File: src/hdl/stationary_bias_calibrated_accel_assert.svh
// Assertion macros for the stationary bias calibrated accelerometer.
// Expects i_clk and i_rst_n in the scope of each use.
`ifndef STATIONARY_BIAS_CALIBRATED_ACCEL_ASSERT_SVH
`define STATIONARY_BIAS_CALIBRATED_ACCEL_ASSERT_SVH
`ifndef SYNTHESIS
`define SBCA_AST_IMP(lbl, ante, cons) \
    lbl: assert property (@(posedge i_clk) disable iff (!i_rst_n) (ante) |-> (cons)) \
        else $error("sbca assertion failed");
`define SBCA_AST_NXT(lbl, ante, cons) \
    lbl: assert property (@(posedge i_clk) disable iff (!i_rst_n) (ante) |=> (cons)) \
        else $error("sbca assertion failed");
`else
`define SBCA_AST_IMP(lbl, ante, cons)
`define SBCA_AST_NXT(lbl, ante, cons)
`endif
`endif

File: src/hdl/sbca_pkg.sv
// Package for the stationary bias calibrated accelerometer.
// Transaction types, register codes, sequencer states and fixed constants.
package sbca_pkg;

    typedef struct packed {
        logic               sensor_ok;
        logic signed [15:0] accel_x;
        logic signed [15:0] accel_y;
        logic signed [15:0] accel_z;
        logic signed [15:0] gyro_x;
        logic signed [15:0] gyro_y;
        logic signed [15:0] gyro_z;
    } t_in_item;

    typedef struct packed {
        logic               online;
        logic               is_still;
        logic               bias_ready;
        logic signed [15:0] bias_value;
        logic signed [18:0] forward_accel;
    } t_out_item;

    typedef enum logic [2:0] {
        CFG_GYRO_LIMIT = 3'd0,
        CFG_NORM_MIN   = 3'd1,
        CFG_NORM_MAX   = 3'd2,
        CFG_TARGET     = 3'd3,
        CFG_GAIN       = 3'd4
    } t_cfg_idx;

    typedef enum logic [3:0] {
        S_IDLE,
        S_SQX,
        S_SQY,
        S_SQZ,
        S_NSQ,
        S_CHK,
        S_DIV,
        S_DIVW,
        S_SCALE,
        S_DIFF,
        S_GAIN,
        S_FILT,
        S_OUT
    } t_state;

    localparam int MulAW = 35;
    localparam int MulBW = 18;
    localparam int ProdW = MulAW + MulBW;
    localparam int DivNW = 27;
    localparam int DivDW = 10;

    typedef struct packed {
        logic                    en;
        logic signed [MulAW-1:0] a;
        logic signed [MulBW-1:0] b;
    } t_mul_req;

    // 9.80665 / 4 in Q15
    localparam logic signed [MulBW-1:0] G_SCALE_Q15 = 18'sd80336;

    localparam logic [14:0] RST_GYRO_LIMIT = 15'd48;
    localparam logic [31:0] RST_NORM_MIN   = 32'd15099494;
    localparam logic [31:0] RST_NORM_MAX   = 32'd18454938;
    localparam logic [9:0]  RST_TARGET     = 10'd200;
    localparam logic [15:0] RST_GAIN       = 16'd13107;

endpackage

File: src/hdl/sbca_mul.sv
// Shared registered signed multiplier.
// Uses sbca_pkg for the request type and operand widths.
module sbca_mul (
    input  logic                                i_clk,
    input  sbca_pkg::t_mul_req                  i_req,
    output logic signed [sbca_pkg::ProdW-1:0]   o_prod
);

    logic signed [sbca_pkg::ProdW-1:0] r_prod;

    always_ff @(posedge i_clk) begin
        if (i_req.en) begin
            r_prod <= i_req.a * i_req.b;
        end
    end

    assign o_prod = r_prod;

endmodule

File: src/hdl/sbca_div.sv
// Bit-serial restoring divider, one quotient bit per cycle.
// Uses sbca_pkg for widths; assertions from the assert header.
`include "stationary_bias_calibrated_accel_assert.svh"
module sbca_div (
    input  logic                          i_clk,
    input  logic                          i_rst_n,
    input  logic                          i_start,
    input  logic [sbca_pkg::DivNW-1:0]    i_dividend,
    input  logic [sbca_pkg::DivDW-1:0]    i_divisor,
    output logic                          o_done,
    output logic [sbca_pkg::DivNW-1:0]    o_quot
);

    localparam int CntW = $clog2(sbca_pkg::DivNW);

    logic                         r_busy;
    logic                         r_done;
    logic [CntW-1:0]              r_cnt;
    logic [sbca_pkg::DivDW-1:0]   r_rem;
    logic [sbca_pkg::DivDW-1:0]   r_dvs;
    logic [sbca_pkg::DivNW-1:0]   r_quo;
    logic [sbca_pkg::DivDW:0]     w_shift;
    logic [sbca_pkg::DivDW+1:0]   w_trial;
    logic                         w_ge;

    assign w_shift = {r_rem, r_quo[sbca_pkg::DivNW-1]};
    assign w_trial = {1'b0, w_shift} - {2'b00, r_dvs};
    assign w_ge    = !w_trial[sbca_pkg::DivDW+1];

    always_ff @(posedge i_clk) begin
        if (!i_rst_n) begin
            r_busy <= 1'b0;
            r_done <= 1'b0;
            r_cnt  <= '0;
        end else begin
            r_done <= 1'b0;
            if (i_start) begin
                r_busy <= 1'b1;
                r_cnt  <= '0;
            end else if (r_busy) begin
                r_cnt <= r_cnt + 1'b1;
                if (r_cnt == CntW'(sbca_pkg::DivNW - 1)) begin
                    r_busy <= 1'b0;
                    r_done <= 1'b1;
                end
            end
        end
    end

    always_ff @(posedge i_clk) begin
        if (i_start) begin
            r_rem <= '0;
            r_dvs <= i_divisor;
            r_quo <= i_dividend;
        end else if (r_busy) begin
            r_rem <= w_ge ? w_trial[sbca_pkg::DivDW-1:0] : w_shift[sbca_pkg::DivDW-1:0];
            r_quo <= {r_quo[sbca_pkg::DivNW-2:0], w_ge};
        end
    end

    assign o_done = r_done;
    assign o_quot = r_quo;

    `SBCA_AST_IMP(a_div_start_idle, i_start, !r_busy)

endmodule

File: src/hdl/stationary_bias_calibrated_accel.sv
// An offline sample goes straight to the output register; a still or moving sample before
// calibration is squared and checked for stillness; a calibrated sample also runs the
// filter on the shared multiplier; the sample completing calibration first waits on the
// 27-step serial divider. One transaction in flight; the next is accepted once the
// result sits in the output register. Reset (synchronous, active low) restores register
// defaults and clears the calibration and filter state; no clearing pass follows.
`include "stationary_bias_calibrated_accel_assert.svh"
module stationary_bias_calibrated_accel (
    input  logic                  i_clk,
    input  logic                  i_rst_n,
    input  logic                  i_in_valid,
    output logic                  o_in_ready,
    input  sbca_pkg::t_in_item    i_in_data,
    output logic                  o_out_valid,
    input  logic                  i_out_ready,
    output sbca_pkg::t_out_item   o_out_data,
    input  logic                  i_cfg_we,
    input  logic [2:0]            i_cfg_idx,
    input  logic [31:0]           i_cfg_data
);

    sbca_pkg::t_state    r_state;
    sbca_pkg::t_state    n_state;
    sbca_pkg::t_in_item  r_in;
    sbca_pkg::t_out_item r_out;
    logic                r_out_valid;

    logic [14:0] r_gyro_limit;
    logic [31:0] r_norm_min;
    logic [31:0] r_norm_max;
    logic [9:0]  r_target;
    logic [15:0] r_gain;

    logic               r_online;
    logic               r_ready;
    logic               r_still;
    logic signed [26:0] r_sum;
    logic [9:0]         r_cnt;
    logic signed [15:0] r_bias;
    logic signed [33:0] r_fv;
    logic [31:0]        r_nsq;
    logic signed [34:0] r_diff;

    sbca_pkg::t_mul_req                  w_mreq;
    logic signed [sbca_pkg::ProdW-1:0]   w_prod;
    logic                                w_div_start;
    logic                                w_div_done;
    logic [sbca_pkg::DivNW-1:0]          w_quot;
    logic [sbca_pkg::DivNW-1:0]          w_abs_sum;
    logic [sbca_pkg::DivNW-1:0]          w_dividend;
    logic [sbca_pkg::DivDW-1:0]          w_divisor;

    logic               w_in_acc;
    logic               w_load;
    logic [15:0]        w_abs_gx;
    logic [15:0]        w_abs_gy;
    logic [15:0]        w_abs_gz;
    logic               w_still;
    logic [9:0]         w_cnt_next;
    logic signed [16:0] w_ay17;
    logic signed [16:0] w_neg_ay;
    logic signed [17:0] w_err;
    logic signed [15:0] w_bias_sat;
    logic signed [34:0] w_round;
    logic signed [18:0] w_fwd;

    assign w_in_acc = i_in_valid && o_in_ready;

    assign w_abs_gx = r_in.gyro_x[15] ? 16'(-r_in.gyro_x) : r_in.gyro_x;
    assign w_abs_gy = r_in.gyro_y[15] ? 16'(-r_in.gyro_y) : r_in.gyro_y;
    assign w_abs_gz = r_in.gyro_z[15] ? 16'(-r_in.gyro_z) : r_in.gyro_z;
    assign w_still  = (r_nsq >= r_norm_min) && (r_nsq <= r_norm_max)
                   && (w_abs_gx <= {1'b0, r_gyro_limit})
                   && (w_abs_gy <= {1'b0, r_gyro_limit})
                   && (w_abs_gz <= {1'b0, r_gyro_limit});
    assign w_cnt_next = r_cnt + 10'd1;

    assign w_ay17   = {r_in.accel_y[15], r_in.accel_y};
    assign w_neg_ay = -w_ay17;
    assign w_err    = {w_neg_ay[16], w_neg_ay} - {{2{r_bias[15]}}, r_bias};

    assign w_abs_sum  = r_sum[26] ? 27'(-r_sum) : r_sum;
    assign w_dividend = w_abs_sum + {18'd0, r_cnt[9:1]};
    assign w_divisor  = (r_cnt == 10'd0) ? 10'd1 : r_cnt;

    always_comb begin
        if (r_sum[26]) begin
            w_bias_sat = (w_quot > 27'd32768) ? -16'sd32768 : 16'(-w_quot);
        end else begin
            w_bias_sat = (|w_quot[26:15]) ? 16'sd32767 : w_quot[15:0];
        end
    end

    assign w_round = {r_fv[33], r_fv} + 35'sd16384;
    always_comb begin
        if (!r_ready) begin
            w_fwd = '0;
        end else if (w_round[34] != w_round[33]) begin
            w_fwd = w_round[34] ? -19'sd262144 : 19'sd262143;
        end else begin
            w_fwd = w_round[33:15];
        end
    end

    sbca_mul u_mul (
        .i_clk  (i_clk),
        .i_req  (w_mreq),
        .o_prod (w_prod)
    );

    sbca_div u_div (
        .i_clk      (i_clk),
        .i_rst_n    (i_rst_n),
        .i_start    (w_div_start),
        .i_dividend (w_dividend),
        .i_divisor  (w_divisor),
        .o_done     (w_div_done),
        .o_quot     (w_quot)
    );

    // next state
    always_comb begin
        n_state = r_state;
        case (r_state)
            sbca_pkg::S_IDLE: begin
                if (i_in_valid) begin
                    n_state = (r_online && i_in_data.sensor_ok) ? sbca_pkg::S_SQX
                                                                : sbca_pkg::S_OUT;
                end
            end
            sbca_pkg::S_SQX:   n_state = sbca_pkg::S_SQY;
            sbca_pkg::S_SQY:   n_state = sbca_pkg::S_SQZ;
            sbca_pkg::S_SQZ:   n_state = sbca_pkg::S_NSQ;
            sbca_pkg::S_NSQ:   n_state = sbca_pkg::S_CHK;
            sbca_pkg::S_CHK: begin
                if (r_ready) begin
                    n_state = sbca_pkg::S_SCALE;
                end else if (w_still && (w_cnt_next >= r_target)) begin
                    n_state = sbca_pkg::S_DIV;
                end else begin
                    n_state = sbca_pkg::S_OUT;
                end
            end
            sbca_pkg::S_DIV:   n_state = sbca_pkg::S_DIVW;
            sbca_pkg::S_DIVW: begin
                if (w_div_done) begin
                    n_state = sbca_pkg::S_SCALE;
                end
            end
            sbca_pkg::S_SCALE: n_state = sbca_pkg::S_DIFF;
            sbca_pkg::S_DIFF:  n_state = sbca_pkg::S_GAIN;
            sbca_pkg::S_GAIN:  n_state = sbca_pkg::S_FILT;
            sbca_pkg::S_FILT:  n_state = sbca_pkg::S_OUT;
            sbca_pkg::S_OUT: begin
                if (!r_out_valid || i_out_ready) begin
                    n_state = sbca_pkg::S_IDLE;
                end
            end
            default:           n_state = sbca_pkg::S_IDLE;
        endcase
    end

    // sequencer outputs
    always_comb begin
        o_in_ready  = 1'b0;
        w_load      = 1'b0;
        w_div_start = 1'b0;
        w_mreq      = '0;
        case (r_state)
            sbca_pkg::S_IDLE: o_in_ready = 1'b1;
            sbca_pkg::S_SQX: begin
                w_mreq.en = 1'b1;
                w_mreq.a  = {{19{r_in.accel_x[15]}}, r_in.accel_x};
                w_mreq.b  = {{2{r_in.accel_x[15]}}, r_in.accel_x};
            end
            sbca_pkg::S_SQY: begin
                w_mreq.en = 1'b1;
                w_mreq.a  = {{19{r_in.accel_y[15]}}, r_in.accel_y};
                w_mreq.b  = {{2{r_in.accel_y[15]}}, r_in.accel_y};
            end
            sbca_pkg::S_SQZ: begin
                w_mreq.en = 1'b1;
                w_mreq.a  = {{19{r_in.accel_z[15]}}, r_in.accel_z};
                w_mreq.b  = {{2{r_in.accel_z[15]}}, r_in.accel_z};
            end
            sbca_pkg::S_DIV:  w_div_start = 1'b1;
            sbca_pkg::S_SCALE: begin
                w_mreq.en = 1'b1;
                w_mreq.a  = {{17{w_err[17]}}, w_err};
                w_mreq.b  = sbca_pkg::G_SCALE_Q15;
            end
            sbca_pkg::S_GAIN: begin
                w_mreq.en = 1'b1;
                w_mreq.a  = r_diff;
                w_mreq.b  = {2'b00, r_gain};
            end
            sbca_pkg::S_OUT:  w_load = !r_out_valid || i_out_ready;
            default: ;
        endcase
    end

    always_ff @(posedge i_clk) begin
        if (!i_rst_n) begin
            r_state      <= sbca_pkg::S_IDLE;
            r_out_valid  <= 1'b0;
            r_gyro_limit <= sbca_pkg::RST_GYRO_LIMIT;
            r_norm_min   <= sbca_pkg::RST_NORM_MIN;
            r_norm_max   <= sbca_pkg::RST_NORM_MAX;
            r_target     <= sbca_pkg::RST_TARGET;
            r_gain       <= sbca_pkg::RST_GAIN;
            r_online     <= 1'b1;
            r_ready      <= 1'b0;
            r_still      <= 1'b0;
            r_sum        <= '0;
            r_cnt        <= '0;
            r_bias       <= '0;
            r_fv         <= '0;
        end else begin
            r_state <= n_state;

            if (w_load) begin
                r_out_valid <= 1'b1;
            end else if (i_out_ready) begin
                r_out_valid <= 1'b0;
            end

            if (i_cfg_we) begin
                case (i_cfg_idx)
                    sbca_pkg::CFG_GYRO_LIMIT: r_gyro_limit <= i_cfg_data[14:0];
                    sbca_pkg::CFG_NORM_MIN:   r_norm_min   <= i_cfg_data;
                    sbca_pkg::CFG_NORM_MAX:   r_norm_max   <= i_cfg_data;
                    sbca_pkg::CFG_TARGET:     r_target     <= i_cfg_data[9:0];
                    sbca_pkg::CFG_GAIN:       r_gain       <= i_cfg_data[15:0];
                    default: ;
                endcase
            end

            if (w_in_acc) begin
                r_online <= r_online && i_in_data.sensor_ok;
                r_still  <= 1'b0;
            end

            if (r_state == sbca_pkg::S_CHK) begin
                r_still <= w_still;
                if (!r_ready) begin
                    if (w_still) begin
                        r_sum <= r_sum + {{10{w_neg_ay[16]}}, w_neg_ay};
                        r_cnt <= w_cnt_next;
                    end else begin
                        r_sum <= '0;
                        r_cnt <= '0;
                    end
                end
            end

            if ((r_state == sbca_pkg::S_DIVW) && w_div_done) begin
                r_bias  <= w_bias_sat;
                r_ready <= 1'b1;
            end

            if (r_state == sbca_pkg::S_FILT) begin
                r_fv <= r_fv + w_prod[49:16];
            end
        end
    end

    always_ff @(posedge i_clk) begin
        if (w_in_acc) begin
            r_in <= i_in_data;
        end
        case (r_state)
            sbca_pkg::S_SQY:  r_nsq  <= w_prod[31:0];
            sbca_pkg::S_SQZ:  r_nsq  <= r_nsq + w_prod[31:0];
            sbca_pkg::S_NSQ:  r_nsq  <= r_nsq + w_prod[31:0];
            sbca_pkg::S_DIFF: r_diff <= {w_prod[33], w_prod[33:0]} - {r_fv[33], r_fv};
            default: ;
        endcase
        if (w_load) begin
            r_out.online        <= r_online;
            r_out.is_still      <= r_still;
            r_out.bias_ready    <= r_ready;
            r_out.bias_value    <= r_bias;
            r_out.forward_accel <= w_fwd;
        end
    end

    assign o_out_valid = r_out_valid;
    assign o_out_data  = r_out;

    `SBCA_AST_NXT(a_offline_latched, !r_online, !r_online)
    `SBCA_AST_NXT(a_failed_read_drops, w_in_acc && !i_in_data.sensor_ok, !r_online)
    `SBCA_AST_IMP(a_ready_enters_filter, $rose(r_ready), r_state == sbca_pkg::S_SCALE)
    `SBCA_AST_IMP(a_still_needs_online, (r_state == sbca_pkg::S_OUT) && r_still, r_online)

endmodule
File: config.mk
export PLATFORM = sky130hd
export DESIGN_NAME = stationary_bias_calibrated_accel
export DESIGN_NICKNAME = d
export VERILOG_FILES = /design/src/hdl/sbca_pkg.sv /design/src/hdl/sbca_mul.sv /design/src/hdl/sbca_div.sv /design/src/hdl/stationary_bias_calibrated_accel.sv
export VERILOG_INCLUDE_DIRS = /design/src /design/src/hdl
export SDC_FILE = /design/constraint.sdc
export NUM_CORES = 2
export LEC_CHECK = 0
export BUFFER_PORTS_ARGS = -buffer_cell sky130_fd_sc_hd__buf_2
export CAP_MARGIN = 20
export CORE_MARGIN = 4
export CORE_UTILIZATION = 50
export CTS_CLUSTER_SIZE = 8
export DETAILED_ROUTE_END_ITERATION = 16
export GPL_TIMING_DRIVEN = 1
export PLACE_DENSITY = 0.76
export SLEW_MARGIN = 10
export SYNTH_ARGS = -nofsm -noshare
export SYNTH_HDL_FRONTEND = slang
export SYNTH_SLANG_ARGS = --single-unit
File: constraint.sdc
create_clock -name i_clk -period 10.64 [get_ports i_clk]
set_clock_uncertainty 0.15 [all_clocks]
set_input_delay 3.192 -clock i_clk [delete_from_list [all_inputs] [get_ports i_clk]]
set_output_delay 3.192 -clock i_clk [all_outputs]
set_load 0.05 [all_outputs]
==> results.ini <==
[floorplan]
dieWidth_um = 328.4
die_area_um2 = 107800
ios = 177
dieHeight_um = 328.4
initial_utilization_pct = 50.37
rows = 117
core_region_area_um2 = 101900

[placement]
place_congestion = 0.9630
hpwl_um = 116300
place_area_um2 = 54110
place_ws_ns = -0.2046
numPortBuffers = 176

[clocking]
clk_latency_ns = 0.63
cts_tree = yes
cts_root_buf = clkbuf_16
cts_made_buffers = 74
cts.clk_slew.worst_paths_ns = 0.05
clock-sinks = 505
cts.hold.buffers_added = 0
cts_buffer_depth = 3
htreeDepth = 3

[synthesis]
synth.cell_area_um2 = 51320
yosysUniqueCellTypes = 86
synth_seq_area_share_pct = 25.32
syn_avg_cell_area_um2 = 8.947
yosysWarningCount = 0
async_reset_ff_share_pct = 0
ys_ff_latch = 505
synth_edf_count = 288
syn_inst = 5736
synth_top_flop_cell = edfxtp_1

[route]
wirelength_um = 146900
drt_first_pass_iters = 6
top_layer_used = met4
met3_length_um = 12020
drcViolationCount = 0
post_drt_wl_per_cell_um = 20.01
viasPerCell = 5.753
met1_length_um = 56490
drt_iter0_markers = 3433
met2_length_um = 69120
routed-via-count = 42243
antenna_left = 0

[layout]
layout_commonest_cell = nand2_1
syn_to_final_growth_pct = 10.06
fillers = 9033
final_area_um2 = 56490
drive_above_1_share_pct = 7.540
mostFrequentLayoutCells = 868 x nand2_1, 843 x inv_1, 585 x fa_1, 412 x ha_1, 388 x nor2_1
fin_nets = 7044
fin_util_pct = 55.44

[setup_path]
critical_path.max_stage_delay_ns = 0.56
critPathSlowestCell = fa_1
startpoint = r_in[64]
rr_startpoint = r_in[64]
crit_type = flop to flop
cp_top_family = adder cells
worstPathArrival_ns = 10.48
crit_top_cell = fa_1
path_buf_inv = 7
required_ns = 10.86
cp-end-kind = flop
start_kind = flop
crit_fanout = 6

[timing]
timing.hold.ws_ns = 0.3015
finalCriticalPeriod_ns = 10.25
rsz0062_at_grt = no
fmax_ghz = 0.09753
drv_slew = 0
timing.final.crit_share_pct = 96.37
tightestPinTransition_ns = 1.234
worst_slack_ns = 0.3862
hold_viol = 0
setup_viol = 0
relSlewSlack_pct = 15.60

[grt]
track_usage_pct = 27.31
antenna_found_initial = 6
overflow = 0
grt_max_degree = 66
grt_pass1_vias = 42550
grt_pass1_wl_um = 231900

[flow_run]
drv_cap = 0

[hold_path]
min_from = r_gyro_limit[6]
hp-class = flop to flop

[status]
outcome = finished clean

[Yosys cell counts (all sizes together), types with 43 or more instances]
cell,count,share of area [%]
xor2,91,1.6
nor3,82,0.82
nand3,90,0.88
xnor2,208,3.5
fa,585,23
and2,56,0.68
ha,413,10
a21oi,356,3.5
edfxtp,288,17
nand2,869,6.4
clkbuf,207,1.5
nand2b,59,0.72
dfxtp,217,8.5
a21o,120,1.8
o21ai,234,2.3
inv,844,6.2
nor2,390,2.9
o211ai,44,0.65
o21a,43,0.63
[through the flow]
stage	TNS (ns)	std cells
after detailed placement	-0.5870	7194
final	0	7343
after global placement	0	7194
after global routing	0	7339
after CTS	0	7329
after floorplan	0	5751
[kinds of logic after synthesis]
family	Yosys count	share of synthesized area, %
buffers and inverters	1065	7.821
flip-flops	505	25.32
multiplexers	13	0.2609
XOR/XNOR	299	5.103
adder cells (fa/ha/maj)	998	32.89
AND/OR/NAND/NOR	1767	15.27
other	2	0.01463
AO/OA/AOI/OAI	1087	13.33
[flip-flops by register name (all words and copies together), names as in the netlist, 10 cells and up]
signal,count
o_out_data,38
r_bias,16
r_cnt,10
r_diff,35
r_fv,34
r_gain,16
r_gyro_limit,15
r_in,96
r_norm_max,32
r_norm_min,32
r_nsq,32
r_sum,27
r_target,10
u_div.o_quot,27
u_div.r_dvs,10
u_div.r_rem,10
u_mul.o_prod,50
[final cells by class]
class	count	area, um2	share of cell area (%)
inverters	846	3181	5.631
multi-input cells	4181	34530	61.14
well taps	1368	1712	3.030
diodes	7	17.52	0.03101
flip-flops and latches	505	12990	23.00
repair buffers	301	1829	3.238
clock inverters	5	72.57	0.1285
clock buffers	130	2147	3.801
[worst min-delay path, cell delays in order, from the launching register on]
cell	delay (ns)
dfxtp_1	0.30
nand2_1	0.05
a21oi_1	0.05
[worst paths after layout]
check                                         to  slack [ns]  cells after the start
worst min register to register   r_gyro_limit[6]        0.30                      2
worst max register to register  u_mul.o_prod[44]        0.39                     38
worst min-delay path             r_gyro_limit[6]        0.30                      2
worst max-delay path            u_mul.o_prod[44]        0.39                     38
[what timing repair did]
| action | CTS | global route |
|---|---|---|
| endpoints found under the setup margin | 4 | 17 |
| cloned | 0 | 0 |
| pin swaps | 0 | 7 |
| setup buffers | 0 | 4 |
| resized for setup | 2 | 16 |
[metal layers]
| metal | track usage, % | up-vias |
|---|---|---|
| met4 | 15.02 | 0 |
| met3 | 5.436 | 479 |
| met2 | 44.74 | 1802 |
| met1 | 34.01 | 20646 |
| met5 | 0 | - |
| li1 | - | 19316 |
Power is not shown: default switching activity piles up to over one toggle a cycle in this logic, so the estimate is an artifact.
